[config.mk]
export PLATFORM = sky130hd
export DESIGN_NAME = tlbpt_min_scan
export DESIGN_NICKNAME = d
export VERILOG_FILES = /design/src/hdl/tlbpt_min_scan.sv
export SDC_FILE = /design/constraint.sdc
export NUM_CORES = 1
export LEC_CHECK = 0
export BUFFER_PORTS_ARGS = -buffer_cell sky130_fd_sc_hd__buf_2
export CAP_MARGIN = 0
export CORE_MARGIN = 1.5
export CORE_UTILIZATION = 50
export CTS_BUF_LIST = sky130_fd_sc_hd__clkbuf_16
export DETAILED_ROUTE_END_ITERATION = 8
export PLACE_DENSITY_LB_ADDON = 0.3
export SLEW_MARGIN = 25
export SYNTH_ARGS = -nofsm -noshare
export SYNTH_HDL_FRONTEND = slang
export SYNTH_SLANG_ARGS = --single-unit
[constraint.sdc]
create_clock -name clk -period 4.6 [get_ports clk]
set_clock_uncertainty 0.1 [all_clocks]
set_input_delay 0.46 -clock clk [delete_from_list [all_inputs] [get_ports clk]]
set_output_delay 0.46 -clock clk [all_outputs]
set_load 0.02 [all_outputs]
[src/hdl/tlbpt_min_scan.sv]
// ----------------------------------------------------------------------------
// tlbpt_min_scan
// Shared sequential minimum search: one stamp compared per cycle.
// ----------------------------------------------------------------------------
`timescale 1ns / 1ps

module tlbpt_min_scan #(
	parameter int unsigned DEPTH      = 128,
	parameter int unsigned STAMP_BITS = 32,
	localparam int unsigned IDX_BITS  = (DEPTH > 1) ? $clog2(DEPTH) : 1
) (
	input  logic                  clk,
	input  logic                  arst_n,
	input  logic                  start,
	input  logic [IDX_BITS-1:0]   count,
	output logic [IDX_BITS-1:0]   rd_idx,
	input  logic [STAMP_BITS-1:0] rd_stamp,
	output logic                  done,
	output logic [IDX_BITS-1:0]   best_idx
);

	logic                  busy_q;
	logic                  first_q;
	logic [IDX_BITS-1:0]   idx_q;
	logic [IDX_BITS-1:0]   last_q;
	logic [IDX_BITS-1:0]   best_q;
	logic [STAMP_BITS-1:0] best_stamp_q;
	logic                  done_q;
	logic                  chk_q;
	logic                  chk_last_q;
	logic [IDX_BITS-1:0]   chk_idx_q;

	assign rd_idx   = idx_q;
	assign done     = done_q;
	assign best_idx = best_q;

	// the stamp for an index arrives in the cycle after the index is presented,
	// so the compare runs one stage behind the address
	always_ff @(posedge clk or negedge arst_n) begin
		if (!arst_n) begin
			busy_q  <= 1'b0;
			done_q  <= 1'b0;
			first_q <= 1'b0;
			chk_q   <= 1'b0;
			idx_q   <= '0;
		end else begin
			done_q <= chk_q && chk_last_q;
			chk_q  <= !start && busy_q;
			if (start) begin
				busy_q <= 1'b1;
				idx_q  <= '0;
				last_q <= count;
			end else if (busy_q) begin
				chk_idx_q  <= idx_q;
				chk_last_q <= (idx_q == last_q);
				if (idx_q == last_q) begin
					busy_q <= 1'b0;
				end else begin
					idx_q <= idx_q + 1'b1;
				end
			end
			if (start) begin
				first_q <= 1'b1;
			end else if (chk_q) begin
				if (first_q || (rd_stamp < best_stamp_q)) begin
					best_stamp_q <= rd_stamp;
					best_q       <= chk_idx_q;
				end
				first_q <= 1'b0;
			end
		end
	end

endmodule

# After elaboration in Yosys (flattened, before gate mapping)
# Index checks and enable logic that the tools add are counted.
[word_totals]
ff_bits = 65
inputBits = 42
output_inout_bits = 15
elab_cells = 33
[classes]
n_lt_le_gt_ge = 1
reduce_logical = 10
eq_ne = 2
muxes = 8
addsub = 1
n_bitwise = 1
[op_table]
columns = ["op", "count"]
rows = [
  ["$lt A32 B32 Y1", 1],
  ["$mux W7", 3],
  ["$add A7 B1 Y7 const B", 1],
  ["$eq A7 B7 Y1", 1],
  ["$mux W1", 5],
  ["$reduce_and A2 Y1", 2],
  ["$reduce_and A4 Y1", 1],
  ["$reduce_bool A2 Y1", 2],
  ["$reduce_and A3 Y1", 1],
  ["$logic_and A1 B1 Y1", 2],
  ["$ne A2 B2 Y1 const B", 1],
  ["$logic_not A1 Y1", 1],
  ["$logic_or A1 B1 Y1", 1],
  ["$not A1 Y1", 1],
]

# Longest topological paths before layout
# Gate-level depths: netlist of run 1.
[logic_depth]
ltp_word = 4
ltp_mapped = 7
mapped_depth_nobuf = 7

# Least setup slack after synthesis of run 1
# Ideal clock, no wire load.
[synth_timing]
path_type = "in2reg"
start = "input rd_stamp[1]"
end = "register best_q[0], in the netlist best_idx[0] (enable)"
path_buffers = 0
path_slack_ns = -0.380
cell_stages = 5
setup_ns = 0.499
required_ns = 4.001
arrival_time_ns = 4.380
path_cell_list = "ha_1 -> a2111oi_0 -> o21a_1 -> o211ai_1 -> a221oi_1"
[synth_between]
elab_chain_cells = 3
[synth_rtl]
columns = ["element", "line_no", "text"]
rows = [
  ["start: declaration", "17", "input logic [STAMP_BITS-1:0] rd_stamp,"],
  ["$lt A32 B32 Y1", "65", "if (first_q || (rd_stamp < best_stamp_q)) begin"],
  ["$logic_or A1 B1 Y1", "65", ""],
  ["$reduce_and A4 Y1 (no line)", "--", ""],
  ["end signal: assignment", "67", "best_q <= chk_idx_q;"],
  ["end: declaration", "26", "logic [IDX_BITS-1:0] best_q;"],
]
# No other way between the ends.
# A chain may end at the register's enable or synchronous reset.

# Final worst setup path of run 1
[layout_timing]
start = "register best_stamp_q[19]"
end = "register best_stamp_q[18] (enable)"
[layout_between]
elab_chain_cells = 3
[layout_rtl]
columns = ["element", "line_no", "text"]
rows = [
  ["start: declaration", "27", "logic [STAMP_BITS-1:0] best_stamp_q;"],
  ["start signal: assignment", "66", "best_stamp_q <= rd_stamp;"],
  ["$lt A32 B32 Y1", "65", ""],
  ["$logic_or A1 B1 Y1", "65", ""],
  ["$reduce_and A4 Y1 (no line)", "--", ""],
]
# No other way between the ends.

==> results of run 1 <==
flip-flops by register name (all words and copies together) (netlist names):
name          flops
last_q            7
busy_q            1
first_q           1
best_stamp_q     32
rd_idx            7
done              1
best_idx          7
chk_last_q        1
chk_idx_q         7
chk_q             1
layout make-up:
type | instances | area, sq um | share of cell area (%)
clock buffer | 9 | 225 | 5.98
clock inverter | 7 | 118 | 3.12
inverter | 34 | 128 | 3.39
multi-input combinational | 122 | 1000 | 26.6
sequential | 65 | 1900 | 50.3
tap | 75 | 93.8 | 2.49
timing repair buffer | 59 | 305 | 8.10
worst max-delay path, stage by stage (launching register included):
cell and delay [ps]:
edfxtp_1 360, inv_1 60, ha_1 250, a21oi_1 140, o21ai_0 100, a221o_1 420
a221oi_4 320, buf_4 330
Yosys cell counts, drive strengths merged (2+ instances only):
| master | count |
|---|---|
| o21a | 2 |
| inv | 34 |
| nor2b | 2 |
| dfrtp | 11 |
| o2111ai | 2 |
| nand2 | 10 |
| nand4 | 5 |
| nor2 | 11 |
| o21ai | 5 |
| a221oi | 2 |
| o211ai | 5 |
| or4 | 2 |
| nand2b | 2 |
| a21oi | 10 |
| xnor2 | 7 |
| and3 | 2 |
| and4 | 2 |
| and2 | 2 |
| ha | 32 |
| a21o | 3 |
| edfxtp | 54 |
| xor2 | 5 |
| nand3 | 4 |
repair_timing:
| item | 4_1_cts | 5_1_grt |
|---|---|---|
| hold buffers | 1 | 0 |
| setup buffers | 0 | 0 |
| resized for setup | 0 | 0 |
| hold endpoints to repair | 11 | 0 |
kinds of logic (layout without fill, tap and decap cells):
kind of cell               count (synthesis)  after routing  share of synthesized area [%]
buffers and inverters                     35            109                           4.36
adders and majority gates                 32             32                           13.3
xor gates and xnor gates                  12             12                           3.49
muxes                                      1              1                          0.332
AOI/OAI and AO/OA                         32             32                           7.39
DFF                                       65             65                           63.0
and+or+nand+nor                           45             45                           8.18
per-layer routing:
layer,vias to the layer above,global-route usage (%)
met4,0,8.79
met2,47,28.3
met1,905,23.5
met3,12,5.57
li1,946,-
met5,-,0
worst min-delay path by stage:
stage | startpoint | end
finish | count[5] | last_q[5]
global placement | arst_n | rd_idx[6]
detailed placement | arst_n | rd_idx[6]
floorplan | arst_n | busy_q
CTS | count[5] | last_q[5]
global route | count[5] | last_q[5]
stage by stage:
| step | area, sq um | instances | power (W) |
|---|---|---|---|
| final | 3770 | 371 | 0.00156 |
| after global routing | 3770 | 371 | 0.00161 |
| after CTS | 3770 | 371 | 0.00158 |
| after detailed placement | 3420 | 354 | 0.000797 |
| after global placement | 3420 | 354 | 0.000793 |
| after floorplan | 3020 | 222 | 0.000749 |
report_power, final:
part	internal (W)	switching (W)	total (W)
clock network	0.000529	0.000249	0.000778
registers	0.000664	0.0000126	0.000677
logic	0.0000478	0.0000622	0.000110
==> flow_metrics.py, run 1 <==
metrics = {
    "status": {
        "status": "finished, final reports clean",
    },
    "worst_setup_path": {
        "required_ps": 4510,
        "reg2reg_from": "best_stamp_q[19]",
        "critPathMaxFanout": 20,
        "end_kind": "flip-flop",
        "r2r_setup_slack_ps": 2200,
        "r2r-end": "best_stamp_q[18]",
        "cp-startpoint": "best_stamp_q[19]",
        "path_class": "reg -> reg",
        "ff2ff_path_depth": 7,
        "critPathCapture": "best_stamp_q[18]",
        "start_kind": "flip-flop",
        "crit_arrival_ps": 2310,
    },
    "sta": {
        "finalCriticalPeriod_ps": 2400,
        "max_freq_mhz": 417,
        "rsz0062_at_grt": "no",
        "hold_violations": 0,
        "setup_slack_ps": 2200,
        "whs_ps": 201,
        "finalSetupTns_ps": 0,
        "final_max_slew_viol_count": 0,
        "finalSetupViolCount": 0,
        "relSlewSlack_pct": 73.2,
        "worst_pin_slew_ps": 391,
        "finalCritPeriodShare_pct": 52.1,
    },
    "die": {
        "ios": 57,
        "die_w_um": 80.6,
        "initial_utilization_pct": 51.2,
        "design.core.area_sq_mm": 0.00589,
        "dieArea_sq_mm": 0.00650,
        "std_cell_rows": 28,
        "die_h_um": 80.6,
    },
    "global_route": {
        "grt_first_pass_wirelength_mm": 8.67,
        "grt_use_total_pct": 18.4,
        "grt_max_degree": 21,
        "overflow": 0,
        "grt_pass1_vias": 1873,
        "antenna_found_initial": 0,
    },
    "placement": {
        "place_congestion": 0.847,
        "place_ws_ps": 1960,
        "port_buffers": 56,
        "hpwl_mm": 3.77,
    },
    "clock_tree": {
        "cts-htree-levels": 3,
        "cts_tree": "yes",
        "clockBufferDepth": 2,
        "cts.sinks": 65,
        "path_clk_slew_ps": 60,
        "cts.root.buffer_cell": "clkbuf_16",
        "cts-buffers-inserted": 9,
        "clock_latency_ps": 330,
    },
    "final_layout": {
        "final_common_cell": "buf_2",
        "num_antenna_cells": 0,
        "fillers": 481,
        "area_growth_syn_to_layout_pct": 25.1,
        "final_cell_mix": "56 x buf_2, 54 x edfxtp_1, 34 x inv_1",
        "final_core_util_pct": 64.0,
        "nets": 365,
        "layout-drive-gt1-share_pct": 26.4,
    },
    "logic_synthesis": {
        "async_flop_share_pct": 16.9,
        "synth_ff_type": "edfxtp_1",
        "yosys_warnings": 0,
        "yosys-top-cells-area": "edfxtp_1 54%, ha_1 13%, dfrtp_1 9.1%, inv_1 4.2%, xnor2_1 2.0%",
        "syn_nets": 296,
        "ys_seq_elements": 65,
        "ys_types": 35,
        "synth_seq_area_share_pct": 63.0,
        "netlist.top_cell.by_area": "edfxtp_1",
        "netlist_instances": 222,
        "synth_area_sq_mm": 0.00301,
        "synth_edf_count": 54,
        "avgSynthCellArea_sq_um": 13.6,
        "synth_top_area_share_pct": 53.8,
    },
    "run": {
        "cap_violations": 0,
    },
    "pwr": {
        "p_leak_nw": 1.68,
        "p_per_area_mw_per_mm2": 415,
        "ir_worst_vdd_uv": 243,
    },
    "drt": {
        "dr_total_vias": 1910,
        "met3WireLength_um": 277,
        "routed_wl_mm": 5.29,
        "drc_errors": 0,
        "wl_met1_mm": 2.39,
        "top_layer": "met4",
        "wire_per_inst_um": 14.3,
        "wl_met2_mm": 2.48,
        "firstDrtPassIters": 4,
        "drt_iter0_drc": 118,
        "drtAntennaViolNets": 0,
        "vias_per_cell": 5.15,
    },
    "min_path": {
        "holdPathStages": 1,
        "hold_path_class": "in -> reg",
    },
}
No activity file was read; power rests on OpenSTA's default activity.
==> inputs of run 2 (changes only) <==
clock period = 2.17 ns   (was 4.6 ns; I/O delays follow)
==> run 2 against run 1 <==
  * Register-to-register slack lost 2400 ps
  * Non-clock buffer count grew 44
  * Clock-buffer cell count is the same
  * Critical path type unchanged
  * Clock power grew 97%
  * Combinational power grew to 3.0 times the previous value
  * First-iteration DRC count grew 1.7%
  * The run now ends with setup timing left
  * Final area grew 14%
==> flow_metrics.py, run 2 (synthesis results as in run 1) <==
metrics = {
    "clock_tree": {
        "cts-buffers-inserted": 9,
        "clock_latency_ps": 330,
        "cts_tree": "yes",
        "cts-htree-levels": 3,
        "path_clk_slew_ps": 50,
        "cts.sinks": 65,
        "cts.root.buffer_cell": "clkbuf_16",
        "clockBufferDepth": 2,
    },
    "final_layout": {
        "layout-drive-gt1-share_pct": 31.5,
        "num_antenna_cells": 0,
        "final_core_util_pct": 72.8,
        "largest_register_ffs": 32,
        "fin_cells": 415,
        "fillers": 405,
        "max_flop_register": "best_stamp_q",
        "final_cell_mix": "56 x buf_2, 54 x edfxtp_1, 32 x dlygate4sd3_1",
        "area_growth_syn_to_layout_pct": 42.2,
        "nets": 409,
        "final_common_cell": "buf_2",
    },
    "sta": {
        "relSlewSlack_pct": 75.9,
        "finalCriticalPeriod_ps": 2330,
        "worst_pin_slew_ps": 362,
        "finalCritPeriodShare_pct": 107,
        "rsz0062_at_grt": "yes",
        "finalSetupViolCount": 39,
        "max_freq_mhz": 429,
        "setup_slack_ps": -160,
        "final_max_slew_viol_count": 0,
        "hold_violations": 0,
    },
    "global_route": {
        "grt_use_total_pct": 21.7,
        "overflow": 0,
        "grt_first_pass_wirelength_mm": 10.2,
        "grt_pass1_vias": 2226,
        "antenna_found_initial": 0,
        "grt_max_degree": 15,
    },
    "die": {
        "std_cell_rows": 28,
        "die_w_um": 80.6,
        "design.core.area_sq_mm": 0.00589,
        "dieArea_sq_mm": 0.00650,
        "ios": 57,
        "die_h_um": 80.6,
        "initial_utilization_pct": 51.2,
    },
    "placement": {
        "hpwl_mm": 3.94,
        "place_inst": 363,
        "place_congestion": 0.838,
        "place_ws_ps": -178,
        "port_buffers": 56,
    },
    "worst_setup_path": {
        "path_class": "reg -> reg",
        "required_ps": 2100,
        "slowest_delay_ps": 390,
        "end_kind": "flip-flop",
        "crit_arrival_ps": 2260,
        "start_kind": "flip-flop",
        "worst_path_max_delay_cell": "edfxtp_1",
        "crit_path_cell_trace": "inv_2, ha_4, nand4_1, nor3_2, a221oi_2, o211ai_1, a221oi_4, buf_6, buf_8",
        "critPathMaxFanout": 11,
    },
    "pwr": {
        "ir_worst_vdd_uv": 572,
        "p_total_w": 0.00329,
        "p_leak_nw": 1.87,
        "p_per_area_mw_per_mm2": 769,
    },
    "drt": {
        "routed_wl_mm": 6.37,
        "drtAntennaViolNets": 0,
        "dr_total_vias": 2128,
        "vias_per_cell": 5.13,
        "firstDrtPassIters": 4,
        "drc_errors": 0,
        "wire_per_inst_um": 15.4,
        "drt_iter0_drc": 120,
    },
    "run": {
        "cap_violations": 0,
    },
    "min_path": {
        "hold_path_class": "in -> reg",
    },
    "status": {
        "violations": "setup timing",
        "status": "complete, but fails checks",
    },
}
run 2: changes by cell type in the layout (fill, tap and decap cells not counted), sizes merged:
cell,delta
dlygate4sd3,+31
buf,+13
bufinv,-1
clkinv,+1
clkinvlp,+1
inv,-1
run 2: power by group:
| part | total (W) | switching, W | leakage (nW) | internal [W] |
|---|---|---|---|---|
| combinational | 0.000325 | 0.000159 | 1.08 | 0.000166 |
| clock | 0.00153 | 0.000530 | 0.145 | 0.00100 |
| sequential | 0.00144 | 0.0000294 | 0.640 | 0.00141 |
run 2: repair_timing:
| action | CTS | global route |
|---|---|---|
| endpoints found under the setup margin | 39 | 39 |
| pin swaps | 4 | 1 |
| cloned | 2 | 0 |
| resized for setup | 24 | 2 |
| hold buffers | 32 | 0 |
| endpoints found under the hold margin | 42 | 0 |
| buffers inserted | 2 | 0 |
run 2: cell type report:
cell class / count / area (sq um) / share of cell area (%)
flip-flops and latches: 65 / 1900 / 44.3
multi-input cells: 122 / 1100 / 25.8
repair buffers: 103 / 739 / 17.3
clock buffers: 9 / 225 / 5.26
inverters: 34 / 128 / 2.98
clock inverters: 7 / 95.1 / 2.22
well taps: 75 / 93.8 / 2.19
run 2: worst max-delay path: cells and delay by family, from the launching register on:
family / cells / cell delay, ps
adder cells (fa/ha/maj): 1 / 200
AND/OR/NAND/NOR: 2 / 180
buffers and inverters: 3 / 430
AO/OA/AOI/OAI: 3 / 730
flip-flops: 1 / 390
run 2: worst paths after layout:
check | depth (start not counted) | from | to | slack [ps]
setup / recovery | 9 | best_stamp_q[12] | best_stamp_q[9] | -160
hold / removal | 1 | rd_stamp[15] | best_stamp_q[15] | 20
setup reg to reg | 9 | best_stamp_q[12] | best_stamp_q[9] | -160
hold reg to reg | 0 | chk_idx_q[2] | best_idx[2] | 310
max in group asynchronous | 3 | arst_n | rd_idx[5] | 1550
min in group asynchronous | 3 | arst_n | rd_idx[6] | 260
run 2: per-layer routing:
layer  GRT usage [%]  share of wire, %  vias to the layer above
li1                -                 -                     1034
met1            24.0                42                     1018
met2            37.1                51                       57
met3            6.14               4.3                       19
met4            12.1               2.6                        0
met5               0                 0                        -
run 2: per-stage QoR:
step | cell area [sq um] | setup TNS [ps] | hold WS, ps
2_1_floorplan | 3030 | -25590 | -179
3_3_place_gp | 3480 | -3720 | 62.5
3_5_place_dp | 3480 | -6450 | 60.7
4_1_cts | 4280 | -2980 | 0.433
5_1_grt | 4280 | -9620 | 6.29
6_report | 4280 | -5610 | 15.5
